<file path="config.mk">
export PLATFORM = sky130hd
export DESIGN_NAME = rpvg_fifo
export DESIGN_NICKNAME = d
export VERILOG_FILES = /design/src/rtl/core/rpvg_fifo.sv
export SDC_FILE = /design/constraint.sdc
export NUM_CORES = 1
export LEC_CHECK = 0
export BUFFER_PORTS_ARGS = -buffer_cell sky130_fd_sc_hd__buf_2
export CAP_MARGIN = 20
export CELL_PAD_IN_SITES_DETAIL_PLACEMENT = 0
export CELL_PAD_IN_SITES_GLOBAL_PLACEMENT = 1
export CORE_ASPECT_RATIO = 1.1
export CORE_MARGIN = 2
export CORE_UTILIZATION = 40
export CTS_CLUSTER_SIZE = 12
export DETAILED_ROUTE_END_ITERATION = 10
export PLACE_DENSITY = 0.85
export SLEW_MARGIN = 15
export SYNTH_ARGS = -nofsm -noshare
export SYNTH_HDL_FRONTEND = slang
export SYNTH_SLANG_ARGS = --single-unit
</file>
<file path="constraint.sdc">
create_clock -name aclk -period 1.8 [get_ports aclk]
set_clock_uncertainty 0.1 [all_clocks]
set_input_delay 0.27 -clock aclk [delete_from_list [all_inputs] [get_ports aclk]]
set_output_delay 0.27 -clock aclk [all_outputs]
set_load 0.02 [all_outputs]
</file>
<file path="src/rtl/core/rpvg_fifo.sv">
`timescale 1ns / 1ps
module rpvg_fifo #(
    parameter int WIDTH = 8
) (
    input  logic             aclk,
    input  logic             aresetn,
    input  logic             wr_valid,
    output logic             wr_ready,
    input  logic [WIDTH-1:0] wr_data,
    output logic             rd_valid,
    input  logic             rd_ready,
    output logic [WIDTH-1:0] rd_data
);

    logic [WIDTH-1:0] mem_reg [2];
    logic             wr_ptr_reg, rd_ptr_reg;
    logic [1:0]       count_reg;
    logic             do_wr, do_rd;

    assign wr_ready = (count_reg != 2'd2);
    assign rd_valid = (count_reg != 2'd0);
    assign rd_data  = mem_reg[rd_ptr_reg];
    assign do_wr    = wr_valid && wr_ready;
    assign do_rd    = rd_valid && rd_ready;

    // two entry request queue
    always_ff @(posedge aclk) begin
        if (!aresetn) begin
            wr_ptr_reg <= 1'b0;
            rd_ptr_reg <= 1'b0;
            count_reg  <= 2'd0;
        end else begin
            if (do_wr) wr_ptr_reg <= ~wr_ptr_reg;
            if (do_rd) rd_ptr_reg <= ~rd_ptr_reg;
            if (do_wr && !do_rd) count_reg <= count_reg + 2'd1;
            else if (do_rd && !do_wr) count_reg <= count_reg - 2'd1;
        end
    end

    always_ff @(posedge aclk) begin
        if (do_wr) mem_reg[wr_ptr_reg] <= wr_data;
    end

endmodule

</file>
Word-level counts from Yosys, hierarchy flattened
Memories as Yosys holds them, arrays and structs flattened. A register that Yosys moved wholly into a read port is not among the register bits.
Cells that the tools add are included.

storage, ports and cells
  register bits = 4
  memory bits (writable) = 16
  bits of input ports = 12
  output and inout bits = 10
  memories = 1

memories
  name     depth  bits a word  read ports  clocked after memory_dff  wr ports  RTL line  source
  mem_reg  2      8            1           1                         1         15        logic [WIDTH-1:0] mem_reg [2];

cells by class
  $add $sub $neg = 2
  equal/unequal tests = 1
  muxes and demuxes = 6
  bitwise gates (word level) = 2
  reductions and logical operators = 8

operator list
  kind                   count
  $logic_and A1 B1 Y1    4
  $mux W1                4
  $mux W2                2
  $reduce_bool A2 Y1     2
  $add A2 B1 Y2 const B  1
  $logic_not A1 Y1       2
  $ne A2 B2 Y1 const B   1
  $not A1 Y1             2
  $sub A2 B1 Y2 const B  1

Longest topological paths before layout
  depth after elaboration = 6
  depth in mapped cells = 6
  mapped depth without buffers = 6

Worst setup path after synthesis
OpenSTA, ideal clock, no wires.

  path type = register to register
  from = register count_reg[0]
  to = register count_reg[1]
  setup time = 0.070 ns
  data arrival time = 1.472 ns
  required time = 1.630 ns
  path slack = 0.158 ns
  stages on the path, launching flop included = 6
  period minus slack after synthesis = 1.642 ns
  cells stage by stage = dfxtp_1 -> nand2b_4 -> and2_1 -> ha_1 -> or3_1 -> a21oi_1

on the way
  word-level cells in the longest chain between the ends = 5
  elaborated cells on any way between the ends = 13
  those cells by class = add/sub: 2; eq/ne: 1; mux: 2; reduce/logical: 8

RTL lines
  what                                 RTL line  source
  start, declared                      17        logic [1:0] count_reg;
  start signal, assigned               35        if (do_wr && !do_rd) count_reg <= count_reg + 2'd1;
  start signal, assigned               36        else if (do_rd && !do_wr) count_reg <= count_reg - 2'd1;
  $ne A2 B2 Y1 (*)                     20        assign wr_ready = (count_reg != 2'd2);
  via wr_ready                         8         output logic wr_ready,
  $logic_and A1 B1 Y1 (*)              23        assign do_wr = wr_valid && wr_ready;
  via do_wr                            18        logic do_wr, do_rd;
  $logic_not A1 Y1                     36
  $logic_and A1 B1 Y1                  36
  $reduce_bool A2 Y1 (no source line)  -

Mark *: on every way through the listed nets, which the timed path passes. The rest lies on a longest branch. The select of a mux whose other input is x is not followed.
A chain may end at the register's enable or synchronous reset.

Final worst setup path
  from = register count_reg[0]
  to = register count_reg[1]

on the way
  word-level cells in the longest chain between the ends = 5
  elaborated cells on any way between the ends = 13
  those cells by class = add/sub: 2; eq/ne: 1; mux: 2; reduce/logical: 8

RTL lines
  what                                 RTL line
  $ne A2 B2 Y1 (*)                     20
  $logic_and A1 B1 Y1 (*)              23
  via do_wr                            18
  $logic_not A1 Y1                     36
  $logic_and A1 B1 Y1                  36
  $reduce_bool A2 Y1 (no source line)  -

Marks and branches as above.

==> metrics.md <==
| Metric | Value |
|---|---|
| CTS max path bufs | `2` |
| Endpoints failing hold | `0` |
| Global-route wire length before repair | `1690 um` |
| Hold_buf cts | `0` |
| Pwr per Cell Area | `1380 mW/mm^2` |
| Sequential area share after synthesis | `0.717` |
| Maximum number of pins on one net before global-route repair | `12` |
| Routed met1 length | `536 um` |
| WL met3 | `76 um` |
| Arr. time, crit path | `1840 ps` |
| Number of CTS-inserted buffers | `3` |
| Area grow syn2layout | `21.0%` |
| Fmax | `0.584 GHz` |
| CTS clk-pin slew, worst paths | `100 ps` |
| GP Congestion | `0.636` |
| I/O Buffers | `21` |
| Relative slew slack | `0.747` |
| Setup Buffers After CTS | `0` |
| Post-route cell area | `980 um^2` |
| Die span in y | `51.2 um` |
| Req. time, crit path | `1930 ps` |
| Yosys cell types | `17` |
| Crit. End Element | `flip-flop` |
| Max Used Layer | `met4` |
| Period utilisation layout | `0.951` |
| Residual DRC | `0` |
| Die width | `46.9 um` |
| Number of nets in the layout | `89` |
| Per-cell routed wire length | `11.1 um` |
| Crit path kind | `flip-flop to flip-flop` |
| Overall Power | `0.00135 W` |
| Vias per cell | `4.36` |
| Total gr overflow | `0` |
| Initial Utilization | `0.414` |
| Reg-to-Reg Start | `count_reg[0]` |
| Total die area | `0.00240 mm^2` |
| Vias in the first global route | `413` |
| Clock sinks | `21` |
| Wire length on met2 | `524 um` |
| Maximum vdd ir drop | `659 uV` |
| Synthesized area | `810 um^2` |
| Clock insertion delay at the later pin of the skew report | `290 ps` |
| Max Cap Violations | `0` |
| GRT Overall Usage | `0.106` |
| Initial antenna violation count | `0` |
| CTS tree | `yes` |
| Syn Area/Cell | `16.2 um^2` |
| H-tree depth | `1` |
| P_leak | `0.392 nW` |
| Status | `complete, no violations` |
| DP Wirelength | `826 um` |
| Core Box Area | `0.00196 mm^2` |
| Ys Warns | `0` |
| DRT antenna net count | `0` |
| Slew Limit Fails | `0` |
| Root Driver | `clkbuf_4` |
| Worst-margin pin slew | `380 ps` |
| Crit path from | `count_reg[0]` |
| Mapped Nets | `63` |
| HP Start | `wr_data[3]` |
| Top Ports | `22` |
| RSZ-0062 raised after global routing | `no` |
| DR pass1 iterations | `4` |
| Post-layout min period | `1710 ps` |
| Placed Area | `952 um^2` |
| Setup TNS | `0 ps` |
| Max reg flops | `16` |
| Layout cells sized above 1 | `0.493` |
| Yosys reg bits | `21` |
| Worst-path fanout max | `5` |
| Final Setup Violations | `0` |
| Vias | `449` |
| Antenna cells | `0` |
| Hold Crit Class | `input port to flip-flop` |
| Num rows | `17` |
| Critical Path Source Type | `flip-flop` |
| WL final | `1150 um` |
| Initial DRC Count | `6` |
| Most frequent cells in the layout | `buf_2 (21), edfxtp_1 (16), mux2_2 (8), dfxtp_1 (4)` |
| Commonest non-fill, non-tap cell in the layout | `buf_2` |
| Mapped Cells | `50` |
-- worst max-delay path, stage by stage, from the launching register on --
cell	delay, ps
dfxtp_1	370
nand2b_4	170
and2_1	160
ha_1	330
or3_1	370
a21oi_1	150
-- timing repair --
| item | 4_1_cts | 5_1_grt |
|---|---|---|
| resized for setup | 0 | 1 |
| setup endpoints to repair | 0 | 8 |
| hold endpoints to repair | 0 | 0 |
-- final timing paths --
| check | end | slack (ps) | cells after the start |
|---|---|---|---|
| worst min-delay path | mem_reg[0][3] | 60 | 1 |
| worst min register to register | flip-flop | 420 | 2 |
| worst max-delay path | count_reg[1] | 90 | 5 |
| worst max register to register | count_reg[1] | 90 | 5 |
-- cells by family after synthesis --
kind of cell / after synthesis / synth area share
AO/OA/AOI/OAI: 5 / 0.0371
XOR/XNOR: 3 / 0.0325
adder cells (fa/ha/maj): 1 / 0.0155
buffers and inverters: 3 / 0.0155
flip-flops: 21 / 0.717
multiplexers: 8 / 0.111
AND/OR/NAND/NOR: 9 / 0.0711
-- power by group --
part / internal (W) / switching (W)
Combinational: 0.000213 / 0.000246
Clock: 0.0000861 / 0.000127
Sequential: 0.000617 / 0.0000634
Total: 0.000915 / 0.000437
-- final cells by class --
class / instances / area (um^2)
multi-input cells: 26 / 216
flip-flops and latches: 21 / 582
repair buffers: 22 / 113
inverters: 2 / 7.51
well taps: 28 / 35.0
clock buffers: 4 / 26.3
fillers: 197 / 977
-- cells in the mapped netlist --
library cell	instances	area, um^2
ha_1	1	12.5
mux2_2	8	90.1
or3_1	1	6.26
nand3b_1	1	7.51
o21ai_0	2	10.0
xor2_1	3	26.3
nand2b_4	1	13.8
nor2_1	3	11.3
edfxtp_1	16	480
and2_1	1	6.26
and3_1	1	6.26
inv_1	2	7.51
buf_2	1	5.00
dfxtp_1	5	100
a21bo_2	1	10.0
or2_2	1	6.26
a21oi_1	2	10.0
-- through the flow --
| step | cells | hold WS [ps] | setup WS (ps) | util |
|---|---|---|---|---|
| after floorplan | 50 | 269 | 158 | - |
| after global placement | 99 | 359 | 192 | 0.487 |
| after detailed placement | 99 | 362 | 121 | 0.487 |
| after CTS | 103 | 46.2 | 16.7 | 0.500 |
| after global routing | 103 | 29.5 | 29.3 | 0.501 |
| final | 103 | 59.6 | 88.9 | 0.501 |
-- metal layers --
| layer | vias to the layer above | global-route usage |
|---|---|---|
| li1 | 233 | - |
| met2 | 16 | 0.151 |
| met5 | - | 0 |
| met4 | 0 | 0.0694 |
| met3 | 2 | 0.0424 |
| met1 | 198 | 0.129 |
No activity file was read; power rests on OpenSTA's default activity.
