File: src/rtl/core/rpvg_pkg.sv
`timescale 1ns / 1ps
package rpvg_pkg;

    // reciprocal of the cordic gain, unsigned q0.32
    localparam logic [31:0] INV_GAIN = 32'd2608131496;
    // saturation limit of the perimeter sum
    localparam logic [39:0] PERIM_MAX = 40'hFF_FFFF_FFFF;
    localparam logic [6:0] MIN_SIDES = 7'd3;

    // control handed from the back end to the shared cordic unit
    typedef struct packed {
        logic start;
        logic rotate;
    } crd_ctl_t;

    // arctangent of 2^-i in binary angle units, 2^32 per turn
    function automatic logic [31:0] atan_q32(input logic [4:0] i);
        logic [31:0] v;
        case (i)
            5'd0: v = 32'd536870912;
            5'd1: v = 32'd316933406;
            5'd2: v = 32'd167458907;
            5'd3: v = 32'd85004756;
            5'd4: v = 32'd42667331;
            5'd5: v = 32'd21354465;
            5'd6: v = 32'd10679838;
            5'd7: v = 32'd5340245;
            5'd8: v = 32'd2670163;
            5'd9: v = 32'd1335087;
            5'd10: v = 32'd667544;
            5'd11: v = 32'd333772;
            5'd12: v = 32'd166886;
            5'd13: v = 32'd83443;
            5'd14: v = 32'd41722;
            5'd15: v = 32'd20861;
            5'd16: v = 32'd10430;
            5'd17: v = 32'd5215;
            5'd18: v = 32'd2608;
            5'd19: v = 32'd1304;
            5'd20: v = 32'd652;
            5'd21: v = 32'd326;
            5'd22: v = 32'd163;
            5'd23: v = 32'd81;
            5'd24: v = 32'd41;
            5'd25: v = 32'd20;
            5'd26: v = 32'd10;
            5'd27: v = 32'd5;
            5'd28: v = 32'd3;
            5'd29: v = 32'd1;
            5'd30: v = 32'd1;
            default: v = 32'd0;
        endcase
        return v;
    endfunction

endpackage

File: src/rtl/core/rpvg_front.sv
`timescale 1ns / 1ps
module rpvg_front #(
    parameter int CW        = 32,
    parameter int W         = 48,
    parameter int IN_W      = 136,
    parameter int MAX_SIDES = 64
) (
    input  logic                aclk,
    input  logic                aresetn,
    input  logic                s_tvalid,
    output logic                s_tready,
    input  logic [IN_W-1:0]     s_tdata,
    output logic                job_valid,
    input  logic                job_ready,
    output logic [CW-1:0]       job_cx,
    output logic [CW-1:0]       job_cy,
    output logic [W-1:0]        job_dx,
    output logic [W-1:0]        job_dy,
    output logic [6:0]          job_n,
    output logic [31:0]         job_step
);

    localparam logic [1:0] F_IDLE = 2'd0;
    localparam logic [1:0] F_DIV  = 2'd1;
    localparam logic [1:0] F_PUSH = 2'd2;

    logic [1:0]          state_reg;
    logic [CW-1:0]       cx_reg, cy_reg;
    logic [W-1:0]        dx_reg, dy_reg;
    logic [6:0]          n_reg;
    logic [32:0]         dvd_reg, q_reg;
    logic [6:0]          rem_reg;
    logic [5:0]          cnt_reg;
    logic signed [W-1:0] cx_s, cy_s, vx_s, vy_s;
    logic [6:0]          sides, n_next;
    logic [7:0]          trial;

    assign cx_s  = W'(signed'(s_tdata[CW-1:0]));
    assign cy_s  = W'(signed'(s_tdata[2*CW-1:CW]));
    assign vx_s  = W'(signed'(s_tdata[3*CW-1:2*CW]));
    assign vy_s  = W'(signed'(s_tdata[4*CW-1:3*CW]));
    assign sides = s_tdata[4*CW+6:4*CW];

    // clamp the side count
    always_comb begin
        if (sides < rpvg_pkg::MIN_SIDES) n_next = rpvg_pkg::MIN_SIDES;
        else if (sides > 7'(MAX_SIDES)) n_next = 7'(MAX_SIDES);
        else n_next = sides;
    end

    assign trial     = {rem_reg, dvd_reg[32]};
    assign s_tready  = (state_reg == F_IDLE);
    assign job_valid = (state_reg == F_PUSH);
    assign job_cx    = cx_reg;
    assign job_cy    = cy_reg;
    assign job_dx    = dx_reg;
    assign job_dy    = dy_reg;
    assign job_n     = n_reg;
    assign job_step  = q_reg[31:0];

    // accept, then a restoring divide for the rounded step angle
    always_ff @(posedge aclk) begin
        if (!aresetn) begin
            state_reg <= F_IDLE;
        end else begin
            case (state_reg)
                F_IDLE: begin
                    if (s_tvalid) begin
                        cx_reg    <= s_tdata[CW-1:0];
                        cy_reg    <= s_tdata[2*CW-1:CW];
                        dx_reg    <= vx_s - cx_s;
                        dy_reg    <= vy_s - cy_s;
                        n_reg     <= n_next;
                        dvd_reg   <= {1'b1, 26'd0, n_next[6:1]};
                        rem_reg   <= 7'd0;
                        q_reg     <= 33'd0;
                        cnt_reg   <= 6'd0;
                        state_reg <= F_DIV;
                    end
                end
                F_DIV: begin
                    if (trial >= {1'b0, n_reg}) begin
                        rem_reg <= 7'(trial - {1'b0, n_reg});
                        q_reg   <= {q_reg[31:0], 1'b1};
                    end else begin
                        rem_reg <= trial[6:0];
                        q_reg   <= {q_reg[31:0], 1'b0};
                    end
                    dvd_reg <= {dvd_reg[31:0], 1'b0};
                    cnt_reg <= cnt_reg + 6'd1;
                    if (cnt_reg == 6'd32) state_reg <= F_PUSH;
                end
                F_PUSH: begin
                    if (job_ready) state_reg <= F_IDLE;
                end
                default: state_reg <= F_IDLE;
            endcase
        end
    end

endmodule

File: config.mk
export PLATFORM = sky130hd
export DESIGN_NAME = rpvg_front
export DESIGN_NICKNAME = d
export VERILOG_FILES = /design/src/rtl/core/rpvg_pkg.sv /design/src/rtl/core/rpvg_front.sv
export SDC_FILE = /design/constraint.sdc
export NUM_CORES = 1
export LEC_CHECK = 0
export ABC_AREA = 0
export BUFFER_PORTS_ARGS = -buffer_cell sky130_fd_sc_hd__buf_2
export CAP_MARGIN = 20
export CORE_MARGIN = 2
export CORE_UTILIZATION = 55
export DETAILED_ROUTE_END_ITERATION = 8
export HOLD_SLACK_MARGIN = 0.12
export PLACE_DENSITY = 0.86
export SYNTH_ARGS = -nofsm -noshare
export SYNTH_HDL_FRONTEND = slang
export SYNTH_SLANG_ARGS = --single-unit
File: constraint.sdc
create_clock -name aclk -period 13.5 [get_ports aclk]
set_input_delay 0 -clock aclk [delete_from_list [all_inputs] [get_ports aclk]]
set_output_delay 0 -clock aclk [all_outputs]
set_load 0.005 [all_outputs]
; ---- Yosys cells after proc, flatten, opt, wreduce, memory -nomap -nowiden
; Index checks and enable logic that the tools add are counted.
[classes]
mux = 16
order_cmp = 3
add_sub_neg = 4
n_reduce_logical = 5
n_eq_ne = 6
[op_table]
columns = operator, n
row1 = 33-bit case mux with 2 select lines, 1
row2 = 32-bit by 32-bit subtractor with 33-bit output, 2
row3 = 32-bit case mux with 2 select lines, 1
row4 = 33-bit two-way mux, 1
row5 = 32-bit two-way mux, 1
row6 = 7-bit two-way mux, 4
row7 = 7-bit case mux with 2 select lines, 1
row8 = 6-bit case mux with 2 select lines, 1
row9 = 3-bit AND reduction, 3
row10 = 8-bit by 7-bit greater-or-equal comparator with 1-bit output, 1
row11 = "7-bit greater-than comparator, second input constant", 1
row12 = "7-bit by 2-bit less-than comparator with 1-bit output, second input constant", 1
row13 = 7-bit subtractor, 1
row14 = "6-bit by 1-bit adder with 6-bit output, second input constant", 1
row15 = "6-bit equality test, second input constant", 1
row16 = 2-bit two-way mux, 3
row17 = 6-bit two-way mux, 1
row18 = 2-bit case mux with 3 select lines, 1
row19 = "2-bit != test, second input constant", 2
row20 = "2-bit by 1-bit equality test with 1-bit output, second input constant", 1
row21 = "2-bit equality test, second input constant", 1
row22 = 2-bit logical NOT, 1
row23 = "2-bit by 1-bit != test with 1-bit output, second input constant", 1
row24 = 2-bit nonzero test, 1
row25 = 1-bit two-way mux, 1
[word_totals]
word_cells = 45
output_inout_bits = 201
inputBits = 140
ff_bits = 247

; ---- Logic depth before layout (Yosys ltp)
[depth]
depth_word = 5
depth_mapped = 12
depth_no_buf = 12

; ---- Least setup slack after synthesis
; Ideal clock, no wire load.
[synth_timing]
path_type = register to register
startpoint = register state_reg[1]
endpoint = register cnt_reg[0] (enable)
path_buffers = 0
setup_slack_ns = 7.644
setup_time_ns = 0.435
arrival_ns = 5.420
stages_incl_launch_ff = 4
synth_period_minus_slack_ns = 5.856
required_ns = 13.065
path_cell_list = dfxtp_1 nor2_1 and3_1 a21o_1
[synth_between]
elab_chain_cells = 3
elab_cells_between_ends = 5
classes_between = eq/ne: 2 / reduce/logical: 3
[synth_lines]
columns = element, line
row1 = start: declaration, rpvg_front.sv:27  ; logic [1:0] state_reg;
row2 = start signal: assignment, rpvg_front.sv:64  ; state_reg <= F_IDLE;
row3 = start signal: assignment, rpvg_front.sv:78  ; state_reg <= F_DIV;
row4 = start signal: assignment, rpvg_front.sv:91  ; if (cnt_reg == 6'd32) state_reg <= F_PUSH;
row5 = 2-bit logical NOT (*), --
row6 = net s_tready, rpvg_front.sv:11  ; output logic s_tready,
row7 = 2-bit != test (no source line) / 2-bit nonzero test (equally long branches), --
row8 = 3-bit AND reduction (no source line) (*), --
row9 = end signal: assignment, rpvg_front.sv:90  ; cnt_reg <= cnt_reg + 6'd1;
row10 = end: declaration, rpvg_front.sv:33  ; logic [5:0] cnt_reg;
; The timed path passes the listed nets; every way through them passes the cells marked *.
; A chain may end at the register's enable or synchronous reset.

; ---- Worst setup path in the final report
[layout_timing]
startpoint = input port s_tdata[10]
endpoint = register dx_reg[27] (netlist: job_dx[27]) (data pin)
[layout_between]
elab_chain_cells = 1
[layout_lines]
columns = element, line
row1 = start: declaration, rpvg_front.sv:12  ; input logic [IN_W-1:0] s_tdata,
row2 = 32-bit by 32-bit subtractor with 33-bit output, rpvg_front.sv:71  ; dx_reg <= vx_s - cx_s;
row3 = end signal: assignment, rpvg_front.sv:71
row4 = end: declaration, rpvg_front.sv:29  ; logic [W-1:0] dx_reg, dy_reg;
; Every way passes these cells.

==> summary.md <==
| Metric | Value |
|---|---|
| Footprint of the multi-input gates | `4130 um^2` |
| Hold crit path type | `in2reg` |
| Slowest cell on the critical path | `dlygate4sd3_1` |
| Core box area | `20200 um^2` |
| Critical-path cell list | `dlygate4sd3_1 -> buf_2 -> inv_1 -> ha_1 -> a21oi_1 -> o21ai_0 -> a21oi_1 -> nand2_1 -> a41oi_1 -> o21ai_1 -> o31ai_1 -> nor2b_1 -> xnor2_1 -> dlygate4sd3_1` |
| FF+latch count, synth | `217` |
| Max-slew violation count | `0` |
| Largest net degree at the start of global routing | `81` |
| Status | `complete, no violations` |
| Tmin final | `3.37 ns` |
| H-tree levels | `1` |
| Max Cap Viol | `0` |
| Critical path class | `in2reg` |
| Cell area power density | `124 nW/um^2` |
| Yosys cell types | `66` |
| CP Max Fanout | `5` |
| Net count, final | `1619` |
| Final wirelength | `35.6 mm` |
| CTS tree | `yes` |
| Yosys warnings | `0` |
| Sum Neg Setup Slack | `0 ns` |
| DR vias/cell | `5.80` |
| Sinks on Clock Net | `217` |
| Pre-antenna DRT Iters | `6` |
| ANT nets after route | `0` |
| Relative slew slack | `28.7%` |
| Setup Fix Bufs, Post-CTS | `0` |
| Fraction of layout cells with a size suffix above 1 | `28.2%` |
| Max Freq | `297 MHz` |
| Routed vias | `9832` |
| Setup Skew | `0.0141 ns` |
| Initial antenna violation count | `5` |
| Area contributors post-synth | `edfxtp_1 57%, ha_1 8.1%, xnor2_1 3.6%, and2_1 3.5%, inv_1 3.2%` |
| Synth top cells by count | `215 x edfxtp_1, 97 x inv_1, 73 x ha_1, 67 x a21oi_1, 63 x and2_1` |
| Sequential cell area | `6500 um^2` |
| Clk_lat worst skew | `0.51 ns` |
| Post-CTS sizing | `0` |
| Final hold vios | `0` |
| Max Root-Sink Buffers | `3` |
| First-pass GRT wire length | `53.8 mm` |
| Synth async-reset ratio | `0%` |
| Critical Path AT | `3.63 ns` |
| RSZ-0062 raised after global routing | `no` |
| Die width | `147 um` |
| Post-synth EDFFs | `215` |
| Slowest stage delay, CP | `0.56 ns` |
| Number of top-level pins | `341` |
| Buffers added on ports | `339` |
| Flop2flop setup slack | `10.77 ns` |
| Cts bufs inserted | `24` |
| Register area share after synthesis | `57.6%` |
| Primary FF master, synth | `edfxtp_1` |
| Worst-margin pin slew | `1.07 ns` |
| Worst Path Required | `13.76 ns` |
| Synth Cell Area | `11300 um^2` |
| Max VDD drop | `134 uV` |
| Layout area overhead | `35.5%` |
| Hpwl dp | `19.8 mm` |
| Die footprint | `21700 um^2` |
| Most common cell in the netlist | `edfxtp_1` |
| Initial DRC count | `878` |
| Worst Setup Start Kind | `primary input` |
| P_leak | `0.00671 uW` |
| Synthesized area per cell | `12.0 um^2` |
| Net count after synthesis | `1155` |
| Total Power | `1890 uW` |
| Final setup violation count | `0` |
| WL per Instance | `21.0 um` |
| CTS hold repair buffers | `142` |
| Fin crit share | `24.9%` |
| DRC viols | `0` |
| Total gr overflow | `0` |
| Filler cells | `1187` |
| Number of global-route vias before repair | `10100` |
| Mapped Cells | `939` |
| Clock root cell | `clkbuf_16` |
| Overall Global Routing Usage | `31.8%` |
| Global placement routability congestion | `0.928` |
| Worst setup EP type | `flip-flop` |
| Share of the synthesized area in the top cell type | `57.3%` |
| Die Y | `147 um` |
| Synth area leader | `edfxtp_1` |
| Initial core utilization | `55.9%` |
| Row count | `52` |
| Worst-path clk slew | `0.07 ns` |
where the power goes:
group          leakage (uW)  switching, uW  internal, uW
clock              0.000376            269           395
combinational       0.00429            219           171
sequential          0.00205           20.8           818
cells by family after synthesis:
logic type	share of synthesized area (%)
multiplexers	0.355
XOR/XNOR	5.05
flip-flops	57.6
buffers and inverters	5.80
AO/OA/AOI/OAI	11.5
adder cells (fa/ha/maj)	8.63
AND/OR/NAND/NOR	11.1
cell type report:
class,count,share of cell area [%]
Sequential cell,217,42.5
Multi-Input combinational cell,578,27.1
Timing Repair Buffer,484,20.6
Clock buffer,31,4.24
Inverter,98,2.41
Tap cell,270,2.21
Clock inverter,12,0.885
Antenna cell,6,0.0983
metal layers:
metal / vias up / share of wire (%) / global-route usage, %
met1: 4533 / 33 / 35.3
met5: - / 0.036 / 0
met2: 774 / 48 / 54.2
li1: 4263 / - / -
met4: 2 / 7.6 / 20.2
met3: 260 / 11 / 8.73
worst max-delay path, delay by kind of cell:
family | cells | cell delay [ns]
adders and majority gates | 1 | 0.38
and+or+nand+nor | 2 | 0.41
AOI/OAI and AO/OA | 6 | 1.46
xor gates and xnor gates | 1 | 0.09
buffers and inverters | 4 | 1.29
path summary, 6_finish.rpt:
check,startpoint,end,depth (start not counted)
max,s_tdata[10],job_dx[27],14
max reg2reg,state_reg[1],job_cx[18],3
min,s_tdata[121],job_dy[26],4
min reg2reg,dvd_reg[23],dvd_reg[24],1
layout by cell type, fill, tap and decap left out, types with 7 or more instances in the layout:
cell | netlist | final
a21oi_1 | 67 | 67
inv_1 | 97 | 97
ha_1 | 73 | 73
nand3_1 | 18 | 18
a21o_1 | 22 | 21
nand2_1 | 55 | 55
clkbuf_16 | 0 | 25
o21ai_0 | 24 | 24
nand2b_1 | 8 | 8
xnor2_1 | 46 | 46
buf_2 | 1 | 339
dlygate4sd3_1 | 0 | 142
nor2_1 | 49 | 49
xor2_1 | 19 | 19
and2_1 | 63 | 63
o21ai_1 | 10 | 10
a31oi_1 | 7 | 7
nor2b_1 | 20 | 19
edfxtp_1 | 215 | 215
o21bai_1 | 7 | 7
per-stage QoR:
step	hold WS, ns	worst slack, ns	utilization [%]	area, um^2	cells
finish	0.148	10.13	75.7	15300	1696
detailed placement	0.193	10.81	64.7	13100	1505
floorplan	0.0989	7.64	-	11300	939
global placement	0.193	10.86	64.7	13100	1505
CTS	0.124	10.33	75.7	15300	1690
global route	0.167	10.01	75.7	15300	1694
Power figures use the tool's default switching activity.
